--- config.mk ---
export PLATFORM = sky130hd
export DESIGN_NAME = kmp_stream_find_replace
export DESIGN_NICKNAME = d
export VERILOG_FILES = /design/src/kmpsfr_pkg.sv /design/src/kmpsfr_dp.sv /design/src/kmpsfr_ctrl.sv /design/src/kmp_stream_find_replace.sv
export SDC_FILE = /design/constraint.sdc
export NUM_CORES = 1
export LEC_CHECK = 0
export ABC_CLOCK_PERIOD_IN_PS = 9600
export CORE_MARGIN = 3
export CORE_UTILIZATION = 58
export DETAILED_ROUTE_END_ITERATION = 10
export DONT_BUFFER_PORTS = 1
export GPL_ROUTABILITY_DRIVEN = 0
export PLACE_DENSITY = 0.74
export SYNTH_ARGS = -nofsm -noshare
export SYNTH_HDL_FRONTEND = slang
export SYNTH_SLANG_ARGS = --single-unit
--- constraint.sdc ---
create_clock -name clk_i -period 9.6 [get_ports clk_i]
set_clock_uncertainty 0.2 [all_clocks]
set_input_delay 1.92 -clock clk_i [delete_from_list [all_inputs] [get_ports clk_i]]
set_output_delay 1.92 -clock clk_i [all_outputs]
set_load 0.05 [all_outputs]
--- src/kmpsfr_pkg.sv ---
// Shared types and constants for the KMP stream find/replace block.
// No dependencies; imported by kmpsfr_ctrl, kmpsfr_dp and kmp_stream_find_replace.
package kmpsfr_pkg;

  localparam int PATTERN_MAX_DEF = 8;
  localparam int REPLACE_MAX_DEF = 8;

  localparam int BYTE_W    = 8;
  localparam int CFG_W     = 64;  // pattern / replacement registers
  localparam int LEN_W     = 4;   // length registers
  localparam int CFG_IDX_W = 2;
  localparam int TOT_W     = 32;  // saturating stream counters
  localparam int BSEL_W    = 3;   // byte select within a 64-bit register

  localparam logic [CFG_IDX_W-1:0] REG_PAT_BYTES = 2'd0;
  localparam logic [CFG_IDX_W-1:0] REG_PAT_LEN   = 2'd1;
  localparam logic [CFG_IDX_W-1:0] REG_REP_BYTES = 2'd2;
  localparam logic [CFG_IDX_W-1:0] REG_REP_LEN   = 2'd3;

  // controller -> datapath
  typedef struct packed {
    logic load;        // item accepted this cycle
    logic build_step;  // one step of the failure table build
    logic walk;        // compare / follow one failure link
    logic prefix;      // emit pattern prefix dropped by a failure link
    logic repl;        // emit replacement bytes
    logic flush;       // emit pending prefix, then the status item
    logic finish;      // release the held result with last set
  } kmp_cmd_t;

  // datapath -> controller
  typedef struct packed {
    logic cfg_pat;     // pattern or pattern length written this cycle
    logic build_done;
    logic walk_fail;
    logic hit;
    logic full_match;
    logic prefix_last;
    logic repl_done;
    logic flush_done;
    logic gen_ok;      // a result can be produced this cycle
  } kmp_sts_t;

  typedef struct packed {
    logic [TOT_W-1:0]  output_length;
    logic [TOT_W-1:0]  match_total;
    logic              is_status;
    logic [BYTE_W-1:0] out_byte;
  } kmp_res_t;

  function automatic logic [BYTE_W-1:0] byte_at(input logic [CFG_W-1:0] w,
                                                input logic [BSEL_W-1:0] sel);
    return w[{sel, 3'b000} +: BYTE_W];
  endfunction

endpackage

--- src/kmpsfr_dp.sv ---
// Datapath: config registers, failure table, match state, counters, result regs.
// Depends on kmpsfr_pkg; driven by kmpsfr_ctrl commands.
module kmpsfr_dp
  import kmpsfr_pkg::*;
#(
  parameter int PATTERN_MAX = PATTERN_MAX_DEF,
  parameter int REPLACE_MAX = REPLACE_MAX_DEF
) (
  input  logic                 clk_i,
  input  logic                 rst_ni,
  input  logic                 cfg_we_i,
  input  logic [CFG_IDX_W-1:0] cfg_idx_i,
  input  logic [CFG_W-1:0]     cfg_data_i,
  input  logic [BYTE_W-1:0]    data_i,
  input  kmp_cmd_t             cmd_i,
  output kmp_sts_t             sts_o,
  input  logic                 m_tready_i,
  output logic                 m_tvalid_o,
  output kmp_res_t             res_o,
  output logic                 last_o
);

  localparam int CNT_MAX = (PATTERN_MAX > REPLACE_MAX) ? PATTERN_MAX : REPLACE_MAX;
  localparam int CNT_W   = $clog2(CNT_MAX + 1);
  localparam int PIDX_W  = (PATTERN_MAX > 1) ? $clog2(PATTERN_MAX) : 1;
  localparam int RIDX_W  = (REPLACE_MAX > 1) ? $clog2(REPLACE_MAX) : 1;

  logic [CFG_W-1:0] pat_q, rep_q;
  logic [LEN_W-1:0] plen_q, rlen_q;

  logic [PIDX_W-1:0] ftab_q [PATTERN_MAX];

  logic [CNT_W-1:0]  q_q, q_d, k_q, k_d, i_q, i_d;
  logic [BYTE_W-1:0] c_q, c_d;
  logic [TOT_W-1:0]  mcnt_q, mcnt_d, ecnt_q, ecnt_d;

  logic              pend_valid_q, pend_valid_d;
  kmp_res_t          pend_q;
  logic              out_valid_q, out_valid_d;
  kmp_res_t          out_q;
  logic              out_last_q;

  logic [CNT_W-1:0]  m_eff, r_eff, rd_idx, k_next, diff;
  logic [PIDX_W-1:0] f_rd;
  logic [BYTE_W-1:0] p_q_byte, p_k_byte, p_i_byte, r_i_byte;
  logic              ft_we;
  logic              out_free, gen_req, gen_en, walk_emit, fin_push, out_load;
  kmp_res_t          gen_res;
  kmp_sts_t          sts;

  // effective lengths: zero pattern length counts as one, both clamp to max
  always_comb begin
    if (plen_q == '0) begin
      m_eff = CNT_W'(1);
    end else if (plen_q > LEN_W'(PATTERN_MAX)) begin
      m_eff = CNT_W'(PATTERN_MAX);
    end else begin
      m_eff = CNT_W'(plen_q);
    end
    if (rlen_q > LEN_W'(REPLACE_MAX)) begin
      r_eff = CNT_W'(REPLACE_MAX);
    end else begin
      r_eff = CNT_W'(rlen_q);
    end
  end

  assign p_q_byte = byte_at(pat_q, BSEL_W'(q_q[PIDX_W-1:0]));
  assign p_k_byte = byte_at(pat_q, BSEL_W'(k_q[PIDX_W-1:0]));
  assign p_i_byte = byte_at(pat_q, BSEL_W'(i_q[PIDX_W-1:0]));
  assign r_i_byte = byte_at(rep_q, BSEL_W'(i_q[RIDX_W-1:0]));

  // single table read port: k-1 while building, q-1 while matching
  assign rd_idx = cmd_i.build_step ? (k_q - CNT_W'(1)) : (q_q - CNT_W'(1));
  assign f_rd   = ftab_q[rd_idx[PIDX_W-1:0]];
  assign k_next = k_q + CNT_W'(p_k_byte == p_i_byte);
  assign diff   = q_q - k_q;

  assign out_free = !out_valid_q || m_tready_i;

  always_comb begin
    sts             = '0;
    sts.cfg_pat     = cfg_we_i && (cfg_idx_i == REG_PAT_BYTES || cfg_idx_i == REG_PAT_LEN);
    sts.build_done  = i_q >= m_eff;
    sts.walk_fail   = (q_q != '0) && (p_q_byte != c_q);
    sts.hit         = p_q_byte == c_q;
    sts.full_match  = sts.hit && ((q_q + CNT_W'(1)) == m_eff);
    sts.prefix_last = (i_q + CNT_W'(1)) == diff;
    sts.repl_done   = i_q >= r_eff;
    sts.flush_done  = i_q >= q_q;
    sts.gen_ok      = !pend_valid_q || out_free;
  end
  assign sts_o = sts;

  // result generation
  assign walk_emit = cmd_i.walk && !sts.walk_fail && !sts.hit;
  assign gen_req   = walk_emit || cmd_i.prefix || (cmd_i.repl && !sts.repl_done) || cmd_i.flush;
  assign gen_en    = gen_req && sts.gen_ok;

  always_comb begin
    gen_res = '0;
    if (walk_emit) begin
      gen_res.out_byte = c_q;
    end else if (cmd_i.repl) begin
      gen_res.out_byte = r_i_byte;
    end else if (cmd_i.flush && sts.flush_done) begin
      gen_res.is_status     = 1'b1;
      gen_res.match_total   = mcnt_q;
      gen_res.output_length = ecnt_q;
    end else begin
      gen_res.out_byte = p_i_byte;
    end
  end

  // match state and counters
  always_comb begin
    q_d    = q_q;
    k_d    = k_q;
    i_d    = i_q;
    c_d    = c_q;
    mcnt_d = mcnt_q;
    ecnt_d = ecnt_q;
    ft_we  = 1'b0;
    if (cmd_i.load) begin
      c_d = data_i;
      i_d = '0;
    end
    if (cmd_i.build_step && !sts.build_done) begin
      if ((k_q != '0) && (p_k_byte != p_i_byte)) begin
        k_d = CNT_W'(f_rd);
      end else begin
        ft_we = 1'b1;
        k_d   = k_next;
        i_d   = i_q + CNT_W'(1);
      end
    end
    if (cmd_i.walk) begin
      if (sts.walk_fail) begin
        k_d = CNT_W'(f_rd);
        i_d = '0;
      end else if (sts.full_match) begin
        q_d = '0;
        i_d = '0;
        if (mcnt_q != '1) mcnt_d = mcnt_q + TOT_W'(1);
      end else if (sts.hit) begin
        q_d = q_q + CNT_W'(1);
      end
    end
    if (cmd_i.prefix && sts.gen_ok) begin
      if (sts.prefix_last) q_d = k_q;
      else                 i_d = i_q + CNT_W'(1);
    end
    if (cmd_i.repl && sts.gen_ok && !sts.repl_done) i_d = i_q + CNT_W'(1);
    if (cmd_i.flush && sts.gen_ok && !sts.flush_done) i_d = i_q + CNT_W'(1);
    if (gen_en) begin
      if (gen_res.is_status) begin
        q_d    = '0;
        mcnt_d = '0;
        ecnt_d = '0;
      end else if (ecnt_q != '1) begin
        ecnt_d = ecnt_q + TOT_W'(1);
      end
    end
    // pattern change starts a new stream and a table build at position 1
    if (sts.cfg_pat) begin
      q_d    = '0;
      k_d    = '0;
      i_d    = CNT_W'(1);
      mcnt_d = '0;
      ecnt_d = '0;
    end
  end

  // one held result so that last can be set on the final one
  assign fin_push = cmd_i.finish && pend_valid_q && out_free;
  assign out_load = (gen_en && pend_valid_q) || fin_push;

  always_comb begin
    pend_valid_d = pend_valid_q;
    if (gen_en)        pend_valid_d = 1'b1;
    else if (fin_push) pend_valid_d = 1'b0;
    out_valid_d = out_valid_q;
    if (out_load)        out_valid_d = 1'b1;
    else if (m_tready_i) out_valid_d = 1'b0;
  end

  always_ff @(posedge clk_i or negedge rst_ni) begin
    if (!rst_ni) begin
      pat_q        <= '0;
      plen_q       <= LEN_W'(1);
      rep_q        <= '0;
      rlen_q       <= '0;
      q_q          <= '0;
      k_q          <= '0;
      i_q          <= '0;
      mcnt_q       <= '0;
      ecnt_q       <= '0;
      pend_valid_q <= 1'b0;
      out_valid_q  <= 1'b0;
      for (int n = 0; n < PATTERN_MAX; n++) ftab_q[n] <= '0;
    end else begin
      if (cfg_we_i) begin
        case (cfg_idx_i)
          REG_PAT_BYTES: pat_q  <= cfg_data_i;
          REG_PAT_LEN:   plen_q <= cfg_data_i[LEN_W-1:0];
          REG_REP_BYTES: rep_q  <= cfg_data_i;
          REG_REP_LEN:   rlen_q <= cfg_data_i[LEN_W-1:0];
          default: ;
        endcase
      end
      q_q          <= q_d;
      k_q          <= k_d;
      i_q          <= i_d;
      mcnt_q       <= mcnt_d;
      ecnt_q       <= ecnt_d;
      pend_valid_q <= pend_valid_d;
      out_valid_q  <= out_valid_d;
      if (ft_we) ftab_q[i_q[PIDX_W-1:0]] <= k_next[PIDX_W-1:0];
    end
  end

  always_ff @(posedge clk_i) begin
    c_q <= c_d;
    if (gen_en) pend_q <= gen_res;
    if (out_load) begin
      out_q      <= pend_q;
      out_last_q <= fin_push;
    end
  end

  assign m_tvalid_o = out_valid_q;
  assign res_o      = out_q;
  assign last_o     = out_last_q;

endmodule

--- src/kmpsfr_ctrl.sv ---
// Controller state machine: table build, match walk, emission and item finish.
// Depends on kmpsfr_pkg; drives kmpsfr_dp through kmp_cmd_t.
module kmpsfr_ctrl
  import kmpsfr_pkg::*;
(
  input  logic     clk_i,
  input  logic     rst_ni,
  input  logic     s_tvalid_i,
  input  logic     mode_i,
  output logic     s_tready_o,
  input  kmp_sts_t sts_i,
  output kmp_cmd_t cmd_o
);

  localparam logic [2:0] S_IDLE   = 3'd0;
  localparam logic [2:0] S_BUILD  = 3'd1;
  localparam logic [2:0] S_WALK   = 3'd2;
  localparam logic [2:0] S_PREFIX = 3'd3;
  localparam logic [2:0] S_REPL   = 3'd4;
  localparam logic [2:0] S_FLUSH  = 3'd5;
  localparam logic [2:0] S_FIN    = 3'd6;

  logic [2:0] state_q, state_d;
  logic       accept;

  assign s_tready_o = (state_q == S_IDLE) && !sts_i.cfg_pat;
  assign accept     = s_tvalid_i && s_tready_o;

  always_comb begin
    cmd_o            = '0;
    cmd_o.load       = accept;
    cmd_o.build_step = state_q == S_BUILD;
    cmd_o.walk       = state_q == S_WALK;
    cmd_o.prefix     = state_q == S_PREFIX;
    cmd_o.repl       = state_q == S_REPL;
    cmd_o.flush      = state_q == S_FLUSH;
    cmd_o.finish     = state_q == S_FIN;
  end

  always_comb begin
    state_d = state_q;
    case (state_q)
      S_IDLE: begin
        if (sts_i.cfg_pat)  state_d = S_BUILD;
        else if (accept)    state_d = mode_i ? S_FLUSH : S_WALK;
      end
      S_BUILD: begin
        // a pattern write during the build restarts it
        if (sts_i.build_done && !sts_i.cfg_pat) state_d = S_IDLE;
      end
      S_WALK: begin
        if (sts_i.walk_fail)       state_d = S_PREFIX;
        else if (sts_i.full_match) state_d = S_REPL;
        else if (sts_i.hit)        state_d = S_FIN;
        else if (sts_i.gen_ok)     state_d = S_FIN;
      end
      S_PREFIX: begin
        if (sts_i.gen_ok && sts_i.prefix_last) state_d = S_WALK;
      end
      S_REPL: begin
        if (sts_i.repl_done) state_d = S_FIN;
      end
      S_FLUSH: begin
        if (sts_i.gen_ok && sts_i.flush_done) state_d = S_FIN;
      end
      S_FIN: begin
        if (sts_i.gen_ok) state_d = S_IDLE;
      end
      default: state_d = S_IDLE;
    endcase
  end

  always_ff @(posedge clk_i or negedge rst_ni) begin
    if (!rst_ni) begin
      state_q <= S_IDLE;
    end else begin
      state_q <= state_d;
    end
  end

endmodule

--- src/kmp_stream_find_replace.sv ---
// Streaming KMP search and replace: top level joining controller and datapath.
// Depends on kmpsfr_pkg, kmpsfr_ctrl and kmpsfr_dp.
//
// Text bytes enter one item at a time (tuser 0) and leave in order, with each
// complete, non-overlapping match of the pattern replaced by the replacement
// bytes; an end-of-stream item (tuser 1) flushes held partial-match bytes and
// ends with a status item (tuser 1) carrying the saturating match count and
// output length, after which a new stream begins. Every result of one input
// item is followed by the next only after that item is finished; tlast marks
// the final result of each input item, and an item can produce no result.
// One item is in work at a time: a data byte walks the match state, following
// failure links and emitting the prefix bytes each link drops, then emits the
// replacement bytes on a full match; an end-of-stream item flushes its held bytes
// and the status item; output backpressure adds to the time in work since each
// result passes through one holding register and the output register.
// Writing the pattern or its length clears the stream and rebuilds the
// failure table, one link step per cycle, with s_axis_tready_o low meanwhile.
module kmp_stream_find_replace
  import kmpsfr_pkg::*;
#(
  parameter int PATTERN_MAX = PATTERN_MAX_DEF,
  parameter int REPLACE_MAX = REPLACE_MAX_DEF
) (
  input  logic                 clk_i,
  input  logic                 rst_ni,
  input  logic                 cfg_we_i,
  input  logic [CFG_IDX_W-1:0] cfg_idx_i,
  input  logic [CFG_W-1:0]     cfg_data_i,
  input  logic                 s_axis_tvalid_i,
  output logic                 s_axis_tready_o,
  input  logic [7:0]           s_axis_tdata_i,   // [7:0] data_byte
  input  logic                 s_axis_tuser_i,   // [0] mode
  output logic                 m_axis_tvalid_o,
  input  logic                 m_axis_tready_i,
  output logic [71:0]          m_axis_tdata_o,   // [7:0] out_byte, [39:8] match_total,
                                                 // [71:40] output_length
  output logic                 m_axis_tuser_o,   // [0] is_status
  output logic                 m_axis_tlast_o
);

  kmp_cmd_t cmd;
  kmp_sts_t sts;
  kmp_res_t res;

  kmpsfr_ctrl u_ctrl (
    .clk_i      (clk_i),
    .rst_ni     (rst_ni),
    .s_tvalid_i (s_axis_tvalid_i),
    .mode_i     (s_axis_tuser_i),
    .s_tready_o (s_axis_tready_o),
    .sts_i      (sts),
    .cmd_o      (cmd)
  );

  kmpsfr_dp #(
    .PATTERN_MAX (PATTERN_MAX),
    .REPLACE_MAX (REPLACE_MAX)
  ) u_dp (
    .clk_i      (clk_i),
    .rst_ni     (rst_ni),
    .cfg_we_i   (cfg_we_i),
    .cfg_idx_i  (cfg_idx_i),
    .cfg_data_i (cfg_data_i),
    .data_i     (s_axis_tdata_i),
    .cmd_i      (cmd),
    .sts_o      (sts),
    .m_tready_i (m_axis_tready_i),
    .m_tvalid_o (m_axis_tvalid_o),
    .res_o      (res),
    .last_o     (m_axis_tlast_o)
  );

  assign m_axis_tdata_o = {res.output_length, res.match_total, res.out_byte};
  assign m_axis_tuser_o = res.is_status;

`ifndef SYNTHESIS
  // the status item always closes its end-of-stream item
  a_status_last: assert property (@(posedge clk_i) disable iff (!rst_ni)
    m_axis_tvalid_o && m_axis_tuser_o |-> m_axis_tlast_o)
    else $error("status item without tlast");

  // an accepted item keeps the input closed for at least the next cycle
  a_one_in_work: assert property (@(posedge clk_i) disable iff (!rst_ni)
    s_axis_tvalid_i && s_axis_tready_o |=> !s_axis_tready_o)
    else $error("input reopened right after accept");
`endif

endmodule

==> metrics.yaml <==
clk_pin_slew_worst_paths_ns: 0.06
seq_area_um2: 10700
start_util: 0.593
async_reset_ff_frac: 0.609
syn_area_um2: 18900
path_class: "flop to flop"
drt_iter0_markers: 870
holdBufCountCts: 0
fp.dieArea_um2: 34700
clkLatencyLatePin_ns: 0.55
fin_crit_sh: 0.549
cts_buffers: 41
grt_pass1_wl_mm: 64.1
via_per_inst: 6.21
die_w_um: 186
drv_slew: 0
syn_to_final_growth_pct: 9.72
ys_ff_latch: 396
grt_use_total: 0.228
path_cells: "clkinv_1 -> nor3_2 -> o211a_1 -> nor2_1 -> a21oi_4 -> buf_4 -> nand2_1 -> o221ai_1"
fin_ws_ns: 4.33
fillers: 2284
cp_slowest_cell: "nor3_2"
finalHoldViolCount: 0
cts_root_buffer: "clkbuf_16"
start_kind: "flop"
utilization: 0.651
outcome: "completed"
ir_worst_vdd_uv: 249
maxSlewHeadroom: 0.163
pin_count: 156
multi_input_area_um2: 7790
overflow: 0
drive_above_1_share: 0.242
synth_flop_cell: "dfrtp_1"
cts-resized-gates: 0
p_total_mw: 6.73
min_path_type: "flop to flop"
cp_max_fo: 96
postSynthAreaPerCell_um2: 13.5
grt_max_degree: 242
numClockSinks: 396
port_buffers: 0
num_vias: 11500
die_h_um: 186
yosys_warnings: 0
crit_buf_inv: 2
htree_num_levels: 2
drc_errors: 0
fmax_mhz: 190
syn_inst: 1396
drv_cap: 0
setup_violations: 0
antenna_found_initial: 1
num_rows: 65
endpoint_kind: "flop"
rsz0062_at_grt: "no"
critPathMaxStageDelay_ns: 1.01
dp_slack_ns: 4.38
critPathArrivalTime_ns: 5.52
clockBufferDepth: 3
hpwl_mm: 26.1
syn-num-nets: 1500
core_area_um2: 31800
worstMarginPinSlew_ns: 1.22
num-nets-final: 1484
wire_per_inst_um: 21.4
cts_tree: "yes"
powerDensity_nw_per_um2: 325
synth_edf_count: 155
grt_pass1_vias: 11500
cts_setup_buffers: 0
drt_wl_total_mm: 39.5
final.setup.tns_ns: 0
cp.required_ns: 9.85
leakage_nw: 8.13
first_pass_iters: 5
crit_family: "buffers and inverters"
ant_nets: 0
synth_seq_area_share: 0.567
period_needed_ns: 5.27
synth_cell_types: 66
==> worst register-to-register path: stages, from the launching register on <==
cell and delay [ns]:
dfrtp_1 0.66, clkinv_1 0.58, nor3_2 1.01, o211a_1 0.33, nor2_1 0.10, a21oi_4 0.75
buf_4 0.97, nand2_1 0.33, o221ai_1 0.25
==> final timing paths <==
path | slack (ns) | start | endpoint | depth (start not counted)
setup / recovery | 4.33 | u_ctrl.state_q[2] | u_dp.ecnt_q[31] | 8
max in group asynchronous | 8.05 | rst_ni | u_dp.ecnt_q[5] | 0
hold / removal | 0.21 | u_dp.pend_q[33] | u_dp.res_o[33] | 0
hold reg to reg | 0.21 | u_dp.pend_q[33] | u_dp.res_o[33] | 0
setup reg to reg | 4.33 | u_ctrl.state_q[2] | u_dp.ecnt_q[31] | 8
min in group asynchronous | 0.90 | rst_ni | u_dp.q_q[0] | 0
==> flip-flops by register name (all words and copies together), names as in the netlist <==
register and flops:
u_dp.ecnt_q 32, u_dp.rlen_q 4, u_dp.res_o 73, u_dp.c_q 8, u_dp.pend_q 73, u_dp.q_q 4
u_dp.ftab_q 24, u_dp.plen_q 4, u_dp.pat_q 64, u_dp.pend_valid_q 1, u_dp.last_o 1, u_dp.rep_q 64
u_dp.i_q 4, u_dp.mcnt_q 32, u_ctrl.state_q 3, u_dp.m_tvalid_o 1, u_dp.k_q 4
==> cells in the final DEF (no fill, tap or decap), types with 18 or more instances in the layout <==
cell / n
xor2_1: 30
a31oi_1: 48
mux2i_1: 41
mux2_2: 169
nand4_1: 20
clkbuf_16: 43
a21oi_1: 31
mux4_2: 70
inv_1: 28
and3_1: 25
xnor2_1: 22
buf_4: 18
dfrtp_1: 239
nand3b_1: 21
and2_1: 66
nor2_1: 78
edfxtp_1: 155
ha_1: 23
o21ai_0: 25
nand2_1: 54
nand3_1: 32
==> Yosys cell counts (all sizes together), types with 5 or more instances <==
cell type / count / area share
and2: 66 / 0.022
edfxtp: 155 / 0.25
a211oi: 5 / 0.0020
buf: 15 / 0.0048
nand2: 54 / 0.011
nor2: 79 / 0.016
xor2: 30 / 0.014
mux2i: 41 / 0.022
o211ai: 5 / 0.0020
nand2b: 9 / 0.0030
and4: 7 / 0.0033
nor4: 19 / 0.0066
nor3: 15 / 0.0040
o21ai: 27 / 0.0072
or3: 16 / 0.0053
a21oi: 33 / 0.0088
nand4: 20 / 0.0066
dfrtp: 240 / 0.32
xnor2: 22 / 0.010
nand3: 32 / 0.0085
mux4: 70 / 0.084
a21o: 6 / 0.0024
clkbuf: 62 / 0.012
inv: 29 / 0.0058
mux2: 169 / 0.10
nand3b: 21 / 0.0084
ha: 23 / 0.015
a31oi: 48 / 0.016
and3: 25 / 0.0083
nor2b: 5 / 0.0017
==> kinds of logic after synthesis <==
logic type / share of synthesized area
flip-flops: 0.567
AND/OR/NAND/NOR: 0.110
multiplexers: 0.206
AO/OA/AOI/OAI: 0.0523
buffers and inverters: 0.0233
XOR/XNOR: 0.0253
adder cells (fa/ha/maj): 0.0163
==> metal layers <==
layer	GRT usage	routed length, um
met3	0.0541	2880
met5	0	0
met1	0.310	16600
met4	0.0736	1110
met2	0.368	18900
==> layout make-up <==
cell class                 instances  share of cell area
sequential                       396               0.516
multi-input combinational        892               0.376
clock buffer                      59              0.0588
tap                              435              0.0263
clock inverter                    15             0.00985
timing repair buffer              18             0.00653
inverter                          31             0.00562
antenna                            1            0.000121
==> where the power goes <==
group / internal, mW / switching, mW / leakage [nW]
logic: 0.689 / 1.03 / 2.87
registers: 2.49 / 0.872 / 4.56
clock network: 0.992 / 0.647 / 0.696
==> metrics by stage <==
step | hold slack [ns] | cell area, um^2 | std cells
floorplan | 0.200 | 18900 | 1396
global placement | 0.200 | 19300 | 1772
detailed placement | 0.205 | 19300 | 1772
CTS | 0.218 | 20700 | 1846
global route | 0.222 | 20700 | 1847
finish | 0.215 | 20700 | 1847
Power figures use the tool's default switching activity.
